$ cat config.mk
export PLATFORM = sky130hd
export DESIGN_NAME = subblock_packet_scatter_flat
export DESIGN_NICKNAME = d
export VERILOG_FILES = /design/src/rtl/sps_pkg.sv /design/src/rtl/sps_ifs.sv /design/src/rtl/sps_div.sv /design/src/rtl/sps_cfg.sv /design/src/rtl/subblock_packet_scatter.sv /design/src/flat_wrapper.sv
export SDC_FILE = /design/constraint.sdc
export NUM_CORES = 2
export LEC_CHECK = 0
export BUFFER_PORTS_ARGS = -buffer_cell sky130_fd_sc_hd__buf_2
export CAP_MARGIN = 20
export CORE_MARGIN = 5
export CORE_UTILIZATION = 30
export CTS_CLUSTER_DIAMETER = 40
export DETAILED_ROUTE_END_ITERATION = 6
export SYNTH_ARGS = -nofsm -noshare
export SYNTH_HDL_FRONTEND = slang
export SYNTH_SLANG_ARGS = --single-unit
$ cat constraint.sdc
create_clock -name i_clk -period 21.2 [get_ports i_clk]
set_clock_uncertainty 0.1 [all_clocks]
set_input_delay 2.12 -clock i_clk [delete_from_list [all_inputs] [get_ports i_clk]]
set_output_delay 2.12 -clock i_clk [all_outputs]
set_load 0.03 [all_outputs]
$ cat src/rtl/sps_pkg.sv
// Shared constants and types for the packet scatter block.
// No dependencies; compiled first.
package sps_pkg;

    localparam int SLAB_ADDR_BITS = 20;
    localparam int MAX_DIM        = 1024;
    localparam int DIM_BITS       = $clog2(MAX_DIM);
    localparam int SIZE_BITS      = DIM_BITS + 1;
    localparam int WORD_BITS      = 32;
    localparam int CFG_DATA_BITS  = 11;
    localparam int CFG_INDEX_BITS = 2;
    localparam int AREA_BITS      = 2 * CFG_DATA_BITS;
    localparam int SLAB_BITS      = 3 * CFG_DATA_BITS;
    localparam int CMP_BITS       = (SLAB_BITS > WORD_BITS ? SLAB_BITS : WORD_BITS) + 2;
    localparam int ROWP_BITS      = SIZE_BITS + CFG_DATA_BITS;
    localparam int POS_BITS       = 3;

    localparam logic [CMP_BITS-1:0] ADDR_LIMIT = CMP_BITS'(1) << SLAB_ADDR_BITS;

    // configuration register indexes
    localparam logic [CFG_INDEX_BITS-1:0] CFG_DIM_X = 2'd0;
    localparam logic [CFG_INDEX_BITS-1:0] CFG_DIM_Y = 2'd1;
    localparam logic [CFG_INDEX_BITS-1:0] CFG_DIM_Z = 2'd2;

    // header word positions
    localparam logic [POS_BITS-1:0] HDR_ORIGIN_X = 3'd0;
    localparam logic [POS_BITS-1:0] HDR_ORIGIN_Y = 3'd1;
    localparam logic [POS_BITS-1:0] HDR_SIZE_X   = 3'd2;
    localparam logic [POS_BITS-1:0] HDR_SIZE_Y   = 3'd3;
    localparam logic [POS_BITS-1:0] HDR_START    = 3'd4;

    // first word value announcing a header in words 1 to 5
    localparam logic [WORD_BITS-1:0] TYPE_DATA_OFFSET = '1;

    localparam int SETTLE_CYCLES = 2;

    typedef struct packed {
        logic [CFG_DATA_BITS-1:0] dim_x;
        logic [AREA_BITS-1:0]     area;
        logic [SLAB_BITS-1:0]     slab;
        logic                     settling;
    } t_cfg;

endpackage

$ cat src/rtl/sps_ifs.sv
// Channel interfaces of the packet scatter block: input words, writes, config.
// Depends on sps_pkg.
interface sps_in_if import sps_pkg::*; ();
    logic                 valid;
    logic                 ready;
    logic [WORD_BITS-1:0] word;
    logic                 last;
    modport source (output valid, word, last, input ready);
    modport sink   (input valid, word, last, output ready);
endinterface

interface sps_out_if import sps_pkg::*; ();
    logic                      valid;
    logic                      ready;
    logic [SLAB_ADDR_BITS-1:0] write_address;
    logic [WORD_BITS-1:0]      write_data;
    logic                      dropped;
    modport source (output valid, write_address, write_data, dropped, input ready);
    modport sink   (input valid, write_address, write_data, dropped, output ready);
endinterface

interface sps_cfg_if import sps_pkg::*; ();
    logic                      valid;
    logic                      ready;
    logic [CFG_INDEX_BITS-1:0] index;
    logic [CFG_DATA_BITS-1:0]  data;
    modport source (output valid, index, data, input ready);
    modport sink   (input valid, index, data, output ready);
endinterface

$ cat src/rtl/sps_div.sv
// Iterative restoring divider, one quotient bit per cycle.
// Depends on sps_pkg.
module sps_div import sps_pkg::*; (
    input  logic                 i_clk,
    input  logic                 i_rst_n,
    input  logic                 i_start,
    input  logic [WORD_BITS-1:0] i_dividend,
    input  logic [SIZE_BITS-1:0] i_divisor,
    output logic                 o_done,
    output logic [WORD_BITS-1:0] o_quot,
    output logic [DIM_BITS-1:0]  o_rem
);
    localparam int CNT_BITS = $clog2(WORD_BITS);

    logic [WORD_BITS-1:0] r_q;
    logic [DIM_BITS-1:0]  r_rem;
    logic [SIZE_BITS-1:0] r_div;
    logic [CNT_BITS-1:0]  r_cnt;
    logic                 r_busy;
    logic                 r_done;
    logic [DIM_BITS:0]    w_trial;
    logic [DIM_BITS:0]    w_diff;
    logic                 w_fit;

    assign w_trial = {r_rem, r_q[WORD_BITS-1]};
    assign w_fit   = {1'b0, w_trial} >= {1'b0, r_div};
    assign w_diff  = w_trial - (DIM_BITS+1)'(r_div);

    always_ff @(posedge i_clk) begin
        if (!i_rst_n) begin
            r_busy <= 1'b0;
            r_done <= 1'b0;
            r_cnt  <= '0;
        end else begin
            r_done <= 1'b0;
            if (i_start) begin
                r_q    <= i_dividend;
                r_rem  <= '0;
                r_div  <= i_divisor;
                r_cnt  <= '0;
                r_busy <= 1'b1;
            end else if (r_busy) begin
                r_q   <= {r_q[WORD_BITS-2:0], w_fit};
                r_rem <= w_fit ? w_diff[DIM_BITS-1:0] : w_trial[DIM_BITS-1:0];
                r_cnt <= r_cnt + 1'b1;
                if (r_cnt == CNT_BITS'(WORD_BITS - 1)) begin
                    r_busy <= 1'b0;
                    r_done <= 1'b1;
                end
            end
        end
    end

    assign o_done = r_done;
    assign o_quot = r_q;
    assign o_rem  = r_rem;
endmodule

$ cat src/rtl/sps_cfg.sv
// Slab dimension registers, derived slab area and size products.
// Depends on sps_pkg and sps_cfg_if.
module sps_cfg import sps_pkg::*; (
    input  logic      i_clk,
    input  logic      i_rst_n,
    sps_cfg_if.sink   i_cfg,
    output t_cfg      o_cfg
);
    localparam int SET_BITS = $clog2(SETTLE_CYCLES + 1);

    logic [CFG_DATA_BITS-1:0] r_dim_x;
    logic [CFG_DATA_BITS-1:0] r_dim_y;
    logic [CFG_DATA_BITS-1:0] r_dim_z;
    logic [AREA_BITS-1:0]     r_area;
    logic [SLAB_BITS-1:0]     r_slab;
    logic [SET_BITS-1:0]      r_settle;

    assign i_cfg.ready = 1'b1;

    always_ff @(posedge i_clk) begin
        if (!i_rst_n) begin
            r_dim_x  <= CFG_DATA_BITS'(64);
            r_dim_y  <= CFG_DATA_BITS'(64);
            r_dim_z  <= CFG_DATA_BITS'(8);
            r_settle <= SET_BITS'(SETTLE_CYCLES);
        end else if (i_cfg.valid) begin
            r_settle <= SET_BITS'(SETTLE_CYCLES);
            case (i_cfg.index)
                CFG_DIM_X: r_dim_x <= i_cfg.data;
                CFG_DIM_Y: r_dim_y <= i_cfg.data;
                CFG_DIM_Z: r_dim_z <= i_cfg.data;
                default: ;
            endcase
        end else if (r_settle != '0) begin
            r_settle <= r_settle - 1'b1;
        end
    end

    // products are registered: area from the dimension registers, slab from area
    always_ff @(posedge i_clk) begin
        r_area <= {{CFG_DATA_BITS{1'b0}}, r_dim_x} * {{CFG_DATA_BITS{1'b0}}, r_dim_y};
        r_slab <= {{CFG_DATA_BITS{1'b0}}, r_area} * {{AREA_BITS{1'b0}}, r_dim_z};
    end

    assign o_cfg.dim_x    = r_dim_x;
    assign o_cfg.area     = r_area;
    assign o_cfg.slab     = r_slab;
    assign o_cfg.settling = (r_settle != '0);
endmodule

$ cat src/rtl/subblock_packet_scatter.sv
// Packet scatter top level: message parser, header sequencer, address walk.
// Depends on sps_pkg, sps_ifs, sps_div and sps_cfg.
//
// i_in carries message words (network byte order) with last on the final
// word. Header words are absorbed; each payload word gives one transaction
// on o_out: slab address, byte-reversed data and a dropped flag (address
// beyond the slab or past 2^20, address then reads 0). i_cfg writes
// slab_dim_x/y/z at indexes 0, 1, 2; it is always ready.
// A payload transaction is offered on o_out the cycle after its word is
// accepted. The start-index word, unless it carries last, runs two passes
// of the shared divider, then a multiply and an add state, during which
// i_in is not ready. Within a message's payload the sustained rate is one
// word per cycle while o_out takes every write and no config write settles.
// A config write, and reset, hold i_in off while the slab area and size
// products settle. Reset returns to awaiting a first word with default
// dimensions 64 x 64 x 8.
// The result sits in an output register; a stalled receiver holds it and
// keeps i_in not ready until the register drains.
module subblock_packet_scatter import sps_pkg::*; (
    input  logic        i_clk,
    input  logic        i_rst_n,
    sps_cfg_if.sink     i_cfg,
    sps_in_if.sink      i_in,
    sps_out_if.source   o_out
);
    typedef enum logic [4:0] {
        ST_IDLE = 5'b00001,
        ST_DIV1 = 5'b00010,
        ST_DIV2 = 5'b00100,
        ST_MUL  = 5'b01000,
        ST_ADD  = 5'b10000
    } t_state;

    typedef enum logic [3:0] {
        MD_IDLE    = 4'b0001,
        MD_HEADER  = 4'b0010,
        MD_PAYLOAD = 4'b0100,
        MD_IGNORE  = 4'b1000
    } t_mode;

    t_cfg                      w_cfg;
    t_state                    r_state;
    t_mode                     r_mode;
    logic [POS_BITS-1:0]       r_pos;
    logic [DIM_BITS-1:0]       r_org_x;
    logic [DIM_BITS-1:0]       r_org_y;
    logic [SIZE_BITS-1:0]      r_bsx;
    logic [SIZE_BITS-1:0]      r_bsy;
    logic [DIM_BITS-1:0]       r_col;
    logic [DIM_BITS-1:0]       r_row;
    logic [WORD_BITS-1:0]      r_addr;
    logic [WORD_BITS-1:0]      r_plane_prod;
    logic [ROWP_BITS-1:0]      r_row_prod;
    logic [ROWP_BITS-1:0]      r_bsy_dx;
    logic                      r_out_valid;
    logic [SLAB_ADDR_BITS-1:0] r_out_addr;
    logic [WORD_BITS-1:0]      r_out_data;
    logic                      r_out_drop;

    logic                      w_ready;
    logic                      w_acc;
    logic [WORD_BITS-1:0]      w_word;
    logic [SIZE_BITS-1:0]      w_clamp;
    logic                      w_div_start;
    logic [WORD_BITS-1:0]      w_div_dividend;
    logic [SIZE_BITS-1:0]      w_div_divisor;
    logic                      w_div_done;
    logic [WORD_BITS-1:0]      w_div_quot;
    logic [DIM_BITS-1:0]       w_div_rem;
    logic                      w_drop;
    logic [SIZE_BITS-1:0]      w_col_inc;
    logic [SIZE_BITS-1:0]      w_row_inc;
    logic [SIZE_BITS-1:0]      w_row_abs;
    logic [WORD_BITS-1:0]      w_addr_row;

    sps_cfg u_cfg (
        .i_clk   (i_clk),
        .i_rst_n (i_rst_n),
        .i_cfg   (i_cfg),
        .o_cfg   (w_cfg)
    );

    sps_div u_div (
        .i_clk      (i_clk),
        .i_rst_n    (i_rst_n),
        .i_start    (w_div_start),
        .i_dividend (w_div_dividend),
        .i_divisor  (w_div_divisor),
        .o_done     (w_div_done),
        .o_quot     (w_div_quot),
        .o_rem      (w_div_rem)
    );

    assign w_word  = i_in.word;
    assign w_ready = (r_state == ST_IDLE) && !w_cfg.settling && (!r_out_valid || o_out.ready);
    assign w_acc   = i_in.valid && w_ready;
    assign w_clamp = (w_word > WORD_BITS'(MAX_DIM)) ? SIZE_BITS'(MAX_DIM)
                                                    : w_word[SIZE_BITS-1:0];

    assign w_div_start = (w_acc && r_mode == MD_HEADER && r_pos == HDR_START && !i_in.last)
                      || (r_state == ST_DIV1 && w_div_done);
    assign w_div_dividend = (r_state == ST_DIV1) ? w_div_quot : w_word;
    assign w_div_divisor  = (r_state == ST_DIV1) ? r_bsy : r_bsx;

    assign w_drop = ({{(CMP_BITS-WORD_BITS){1'b0}}, r_addr} >=
                     {{(CMP_BITS-SLAB_BITS){1'b0}}, w_cfg.slab})
                 || ({{(CMP_BITS-WORD_BITS){1'b0}}, r_addr} >= ADDR_LIMIT);

    assign w_col_inc  = {1'b0, r_col} + 1'b1;
    assign w_row_inc  = {1'b0, r_row} + 1'b1;
    assign w_row_abs  = {1'b0, r_row} + {1'b0, r_org_y};
    assign w_addr_row = r_addr + 1'b1 + WORD_BITS'(w_cfg.dim_x) - WORD_BITS'(r_bsx);

    always_ff @(posedge i_clk) begin
        r_bsy_dx <= {{CFG_DATA_BITS{1'b0}}, r_bsy} * {{SIZE_BITS{1'b0}}, w_cfg.dim_x};
    end

    always_ff @(posedge i_clk) begin
        if (!i_rst_n) begin
            r_state     <= ST_IDLE;
            r_mode      <= MD_IDLE;
            r_pos       <= '0;
            r_out_valid <= 1'b0;
        end else begin
            if (o_out.ready) begin
                r_out_valid <= 1'b0;
            end
            unique case (r_state)
                ST_IDLE: begin
                    if (w_acc) begin
                        unique case (r_mode)
                            MD_IDLE: begin
                                r_pos <= '0;
                                if (w_word == TYPE_DATA_OFFSET) begin
                                    r_mode <= MD_HEADER;
                                end else if (!w_word[WORD_BITS-1]) begin
                                    r_mode  <= MD_HEADER;
                                    r_org_x <= w_word[DIM_BITS-1:0];
                                    r_pos   <= HDR_ORIGIN_Y;
                                end else begin
                                    r_mode <= MD_IGNORE;
                                end
                            end
                            MD_HEADER: begin
                                case (r_pos)
                                    HDR_ORIGIN_X: begin
                                        r_org_x <= w_word[DIM_BITS-1:0];
                                        r_pos   <= r_pos + 1'b1;
                                    end
                                    HDR_ORIGIN_Y: begin
                                        r_org_y <= w_word[DIM_BITS-1:0];
                                        r_pos   <= r_pos + 1'b1;
                                    end
                                    HDR_SIZE_X: begin
                                        r_bsx <= w_clamp;
                                        if (w_clamp == '0) begin
                                            r_mode <= MD_IGNORE;
                                        end else begin
                                            r_pos <= r_pos + 1'b1;
                                        end
                                    end
                                    HDR_SIZE_Y: begin
                                        r_bsy <= w_clamp;
                                        if (w_clamp == '0) begin
                                            r_mode <= MD_IGNORE;
                                        end else begin
                                            r_pos <= r_pos + 1'b1;
                                        end
                                    end
                                    HDR_START: begin
                                        if (!i_in.last) begin
                                            r_state <= ST_DIV1;
                                        end
                                    end
                                    default: r_mode <= MD_IGNORE;
                                endcase
                            end
                            MD_PAYLOAD: begin
                                r_out_valid <= 1'b1;
                                r_out_addr  <= w_drop ? '0 : r_addr[SLAB_ADDR_BITS-1:0];
                                r_out_data  <= {w_word[7:0], w_word[15:8],
                                                w_word[23:16], w_word[31:24]};
                                r_out_drop  <= w_drop;
                                if (w_col_inc >= r_bsx) begin
                                    r_col <= '0;
                                    if (w_row_inc >= r_bsy) begin
                                        r_row  <= '0;
                                        r_addr <= w_addr_row + WORD_BITS'(w_cfg.area)
                                                - WORD_BITS'(r_bsy_dx);
                                    end else begin
                                        r_row  <= w_row_inc[DIM_BITS-1:0];
                                        r_addr <= w_addr_row;
                                    end
                                end else begin
                                    r_col  <= w_col_inc[DIM_BITS-1:0];
                                    r_addr <= r_addr + 1'b1;
                                end
                            end
                            MD_IGNORE: ;
                        endcase
                        if (i_in.last) begin
                            r_mode <= MD_IDLE;
                            r_pos  <= '0;
                        end
                    end
                end
                ST_DIV1: begin
                    if (w_div_done) begin
                        r_col   <= w_div_rem;
                        r_state <= ST_DIV2;
                    end
                end
                ST_DIV2: begin
                    if (w_div_done) begin
                        r_row   <= w_div_rem;
                        r_state <= ST_MUL;
                    end
                end
                ST_MUL: begin
                    r_plane_prod <= WORD_BITS'(w_div_quot * WORD_BITS'(w_cfg.area));
                    r_row_prod   <= {{CFG_DATA_BITS{1'b0}}, w_row_abs}
                                  * {{SIZE_BITS{1'b0}}, w_cfg.dim_x};
                    r_state      <= ST_ADD;
                end
                ST_ADD: begin
                    r_addr  <= r_plane_prod + WORD_BITS'(r_row_prod)
                             + WORD_BITS'(r_col) + WORD_BITS'(r_org_x);
                    r_mode  <= MD_PAYLOAD;
                    r_state <= ST_IDLE;
                end
            endcase
        end
    end

    assign i_in.ready          = w_ready;
    assign o_out.valid         = r_out_valid;
    assign o_out.write_address = r_out_addr;
    assign o_out.write_data    = r_out_data;
    assign o_out.dropped       = r_out_drop;
endmodule

$ cat src/flat_wrapper.sv
// flat-port wrapper written by rule: the top's interface ports become plain ports
module subblock_packet_scatter_flat import sps_pkg::*;
  (i_clk, i_rst_n, i_cfg_valid, i_cfg_index, i_cfg_data, i_cfg_ready, i_in_valid, i_in_word, i_in_last, i_in_ready, o_out_valid, o_out_write_address, o_out_write_data, o_out_dropped, o_out_ready);
  sps_cfg_if i_cfg_i ();
  sps_in_if i_in_i ();
  sps_out_if o_out_i ();
  input  logic i_clk;
  input  logic i_rst_n;
  input wire logic [$bits(i_cfg_i.valid)-1:0] i_cfg_valid;
  input wire logic [$bits(i_cfg_i.index)-1:0] i_cfg_index;
  input wire logic [$bits(i_cfg_i.data)-1:0] i_cfg_data;
  output wire logic [$bits(i_cfg_i.ready)-1:0] i_cfg_ready;
  input wire logic [$bits(i_in_i.valid)-1:0] i_in_valid;
  input wire logic [$bits(i_in_i.word)-1:0] i_in_word;
  input wire logic [$bits(i_in_i.last)-1:0] i_in_last;
  output wire logic [$bits(i_in_i.ready)-1:0] i_in_ready;
  output wire logic [$bits(o_out_i.valid)-1:0] o_out_valid;
  output wire logic [$bits(o_out_i.write_address)-1:0] o_out_write_address;
  output wire logic [$bits(o_out_i.write_data)-1:0] o_out_write_data;
  output wire logic [$bits(o_out_i.dropped)-1:0] o_out_dropped;
  input wire logic [$bits(o_out_i.ready)-1:0] o_out_ready;
  assign i_cfg_i.valid = i_cfg_valid;
  assign i_cfg_i.index = i_cfg_index;
  assign i_cfg_i.data = i_cfg_data;
  assign i_cfg_ready = i_cfg_i.ready;
  assign i_in_i.valid = i_in_valid;
  assign i_in_i.word = i_in_word;
  assign i_in_i.last = i_in_last;
  assign i_in_ready = i_in_i.ready;
  assign o_out_valid = o_out_i.valid;
  assign o_out_write_address = o_out_i.write_address;
  assign o_out_write_data = o_out_i.write_data;
  assign o_out_dropped = o_out_i.dropped;
  assign o_out_i.ready = o_out_ready;
  subblock_packet_scatter u_core (.i_clk(i_clk), .i_rst_n(i_rst_n), .i_cfg(i_cfg_i), .i_in(i_in_i), .o_out(o_out_i));
endmodule
==> results by group <==
Floorplanning
  • Die Y: 438.4 µm
  • Die width: 438.4 µm
  • Starting Density: 30.10%
  • Core area: 182,900 µm²
  • Cell row count: 157
  • Die ar.: 192,200 µm²
  • I/O pin total: 107

Worst setup path
  • Crit path required time: 21.48 ns
  • Crit. End Element: flop
  • Setup CP Type: reg -> reg
  • Reg-to-Reg End: u_core.r_row_prod[21]$_DFFE_PP_
  • Worst reg-to-reg path cell count: 26
  • Arr. time, crit path: 8.18 ns
  • Reg2Reg Launch Point: u_core.r_row[0]$_DFFE_PP_
  • Startpoint types: flop
  • Max FO, Critical Path: 11
  • Flop2flop setup slack: 13.30 ns

Logic synthesis
  • Top-count cell post-synth: inv_1
  • Synth cell types: 83
  • Synth area leaders: fa_1 31%, edfxtp_1 14%, ha_1 12%, inv_1 6.9%, nand2_1 6.3%
  • Seq/Total Area, Yosys: 18.65%
  • Async set-reset flop share out of synthesis: 0%
  • Synthesized area: 55,050 µm²
  • Yosys warning total: 0
  • Mean Syn Cell Area: 9.203 µm²
  • Synth cell count leaders: 1,006 x inv_1, 928 x nand2_1, 847 x fa_1
  • Post-Syn Nets: 7,416
  • #FFs+latches synth: 386
  • EDFF count, synth: 254
  • Synth top area share: 30.80%
  • Top FF cell, synth: edfxtp_1
  • Post-Synthesis Cells: 5,982
  • Cell accounting for the most synthesized area: fa_1

Global routing
  • Congestion Overflow GR: 0
  • Initial antenna violation count: 14
  • GR Util All Layers: 16.99%
  • Pin count of the biggest net entering global routing: 45
  • First-pass GRT wire length: 253.9 mm
  • Vias in the first global route: 43,160

STA
  • Final setup fails: 0
  • Final Hold Fails: 0
  • Least-Margin Pin Slew: 0.9725 ns
  • Slew HR: 33.49%
  • Tmin final: 7.900 ns
  • Fin. max-slew vios: 0
  • Final Cycle Share: 37.27%
  • RSZ-0062 raised after global routing: false
  • Fmax: 0.1266 GHz
  • Final TNS setup: 0 ns

Clocking
  • Root Buffer: clkbuf_16
  • Inserted Clock Buffers: 68
  • Cts hold-fix bufs: 0
  • CTS Sinks: 386
  • H-tree depth: 3
  • Number of buffers added for setup after CTS: 0
  • CTS tree: yes
  • Clock-pin slew on the worst setup and hold paths: 0.06 ns
  • Clock Latency Late Sink: 0.66 ns
  • Post-cts sizing count: 0
  • Clk buf depth: 3

Min path
  • Number of stages on the worst hold path: 2
  • Worst hold path type: reg -> reg
  • Hold EP: u_core.u_cfg.r_dim_z[8]$_SDFFE_PN0P_
  • Hold_sp: u_core.u_cfg.r_dim_z[8]$_SDFFE_PN0P_

Drt
  • Vias per cell: 4.930
  • Total Routed Length: 163.5 mm
  • Routed Antenna Nets: 0
  • Initial DRC Count: 3,271
  • Routed len/inst: 19.24 µm
  • DRT Pass-1 Iters: 6
  • DRC errors left: 0
  • Via count: 41,910

Final layout
  • Fill cells: 18,810
  • Finished Core Util: 33.18%
  • Area growth, synth to finish: 10.23%
  • Fin nets: 7,406
  • Layout cell share with drive strength beyond 1: 5.691%

Power and ir drop
  • Peak VDD IR: 0.05704 mV
  • Leak: 27.51 nW
  • Overall Power: 3.013 mW
  • Pwr/cell area: 49.66 nW/µm²

Run
  • MaxCap Viol Count: 0

Place
  • Port bufs: 105
  • Final Wtd Congestion: 0.9225
  • Dpl hpwl: 128.3 mm

Outcome
  • Status: completed
-- worst max-delay path, cell delays in order (launching register included) --
cell	delay, ns
edfxtp_1	0.47
ha_1	0.27
inv_1	0.08
fa_1	0.22
inv_1	0.05
a21oi_1	0.11
o21ai_0	0.13
a21o_1	0.20
a21o_1	0.19
a21o_1	0.18
a21o_1	0.19
xor2_1	0.70
nand2_1	0.18
fa_1	0.53
fa_1	0.51
inv_1	0.05
fa_1	0.55
fa_1	0.43
fa_1	0.44
ha_1	0.35
a21o_1	0.18
a31oi_1	0.30
o21ai_1	0.18
o41a_1	0.35
a41o_1	0.26
o41ai_1	0.30
xnor2_1	0.12
-- through the flow --
step / hold WS, ns / setup WS (ns) / cell area [µm²] / std cells
4_1_cts: 0.4028 / 13.31 / 60640 / 8490
6_report: 0.4025 / 13.30 / 60680 / 8501
2_1_floorplan: 0.3546 / 12.92 / 55050 / 5982
5_1_grt: 0.4304 / 12.87 / 60670 / 8495
3_5_place_dp: 0.3908 / 13.37 / 58310 / 8365
3_3_place_gp: 0.3770 / 13.35 / 58300 / 8364
-- cell families after synthesis --
logic type	count (synthesis)	synth area share, %
muxes	38	0.6932
xor gates and xnor gates	283	4.502
and+or+nand+nor	1918	16.32
adders and majority gates	1383	42.98
buffers and inverters	1275	8.716
AOI/OAI and AO/OA	698	8.130
other	1	0.006812
DFF	386	18.65
-- sequential cells by signal, summed over array words and instances, names as in the netlist, 20 cells and up --
name and flops:
u_core.u_cfg.r_slab 33, u_core.o_out.write_data 32, u_core.r_addr 32, u_core.r_plane_prod 32, u_core.u_div.o_quot 32, u_core.r_bsy_dx 22
u_core.r_row_prod 22, u_core.u_cfg.r_area 22, u_core.o_out.write_address 20
-- area by class of cell --
cell class                 count  area [µm²]  share of cell area, %
antenna                       10       25.02                0.04124
inverter                    1011        3795                  6.253
clock inverter                43       494.2                 0.8144
timing repair buffer         184        1135                  1.870
tap                         2464        3083                  5.080
multi-input combinational   4321       40040                  65.98
sequential                   386       10280                  16.94
clock buffer                  82        1837                  3.027
-- power by group --
| part | internal, mW | switching, mW | total [mW] |
|---|---|---|---|
| Sequential | 0.837 | 0.0110 | 0.848 |
| Clock | 0.711 | 0.421 | 1.13 |
| Combinational | 0.416 | 0.617 | 1.03 |
| Total | 1.96 | 1.05 | 3.01 |
-- routing by layer --
metal	track usage, %	part of all wire (%)	up-vias
met5	0	0	-
met4	5.366	3.2	0
met3	2.788	7.2	255
met2	27.31	46	1492
met1	23.41	44	21270
li1	-	-	18890
-- placed cells by master, fill, tap and decap left out, types with 84 or more instances in the layout --
cell / n
buf_2: 105
and2_1: 430
dfxtp_1: 126
inv_1: 1006
edfxtp_1: 254
xnor2_1: 189
o21ai_0: 126
nand2_1: 928
xor2_1: 94
a21oi_1: 197
ha_1: 536
fa_1: 847
nor2_1: 248
a21o_1: 84
-- worst max-delay path by stage --
stage | start | slack (ns) | to
after detailed placement | u_core.r_row[0]$_DFFE_PP_ | 13.37 | u_core.r_row_prod[21]$_DFFE_PP_
after floorplan | i_rst_n | 12.92 | u_core.r_plane_prod[0]$_DFFE_PP_
after CTS | u_core.r_row[0]$_DFFE_PP_ | 13.31 | u_core.r_row_prod[21]$_DFFE_PP_
final | u_core.r_row[0]$_DFFE_PP_ | 13.30 | u_core.r_row_prod[21]$_DFFE_PP_
after global placement | u_core.r_row[0]$_DFFE_PP_ | 13.35 | u_core.r_row_prod[21]$_DFFE_PP_
after global routing | u_core.r_row[0]$_DFFE_PP_ | 12.87 | u_core.r_row_prod[21]$_DFFE_PP_
Note: power is estimated with default switching activity, not from simulation.
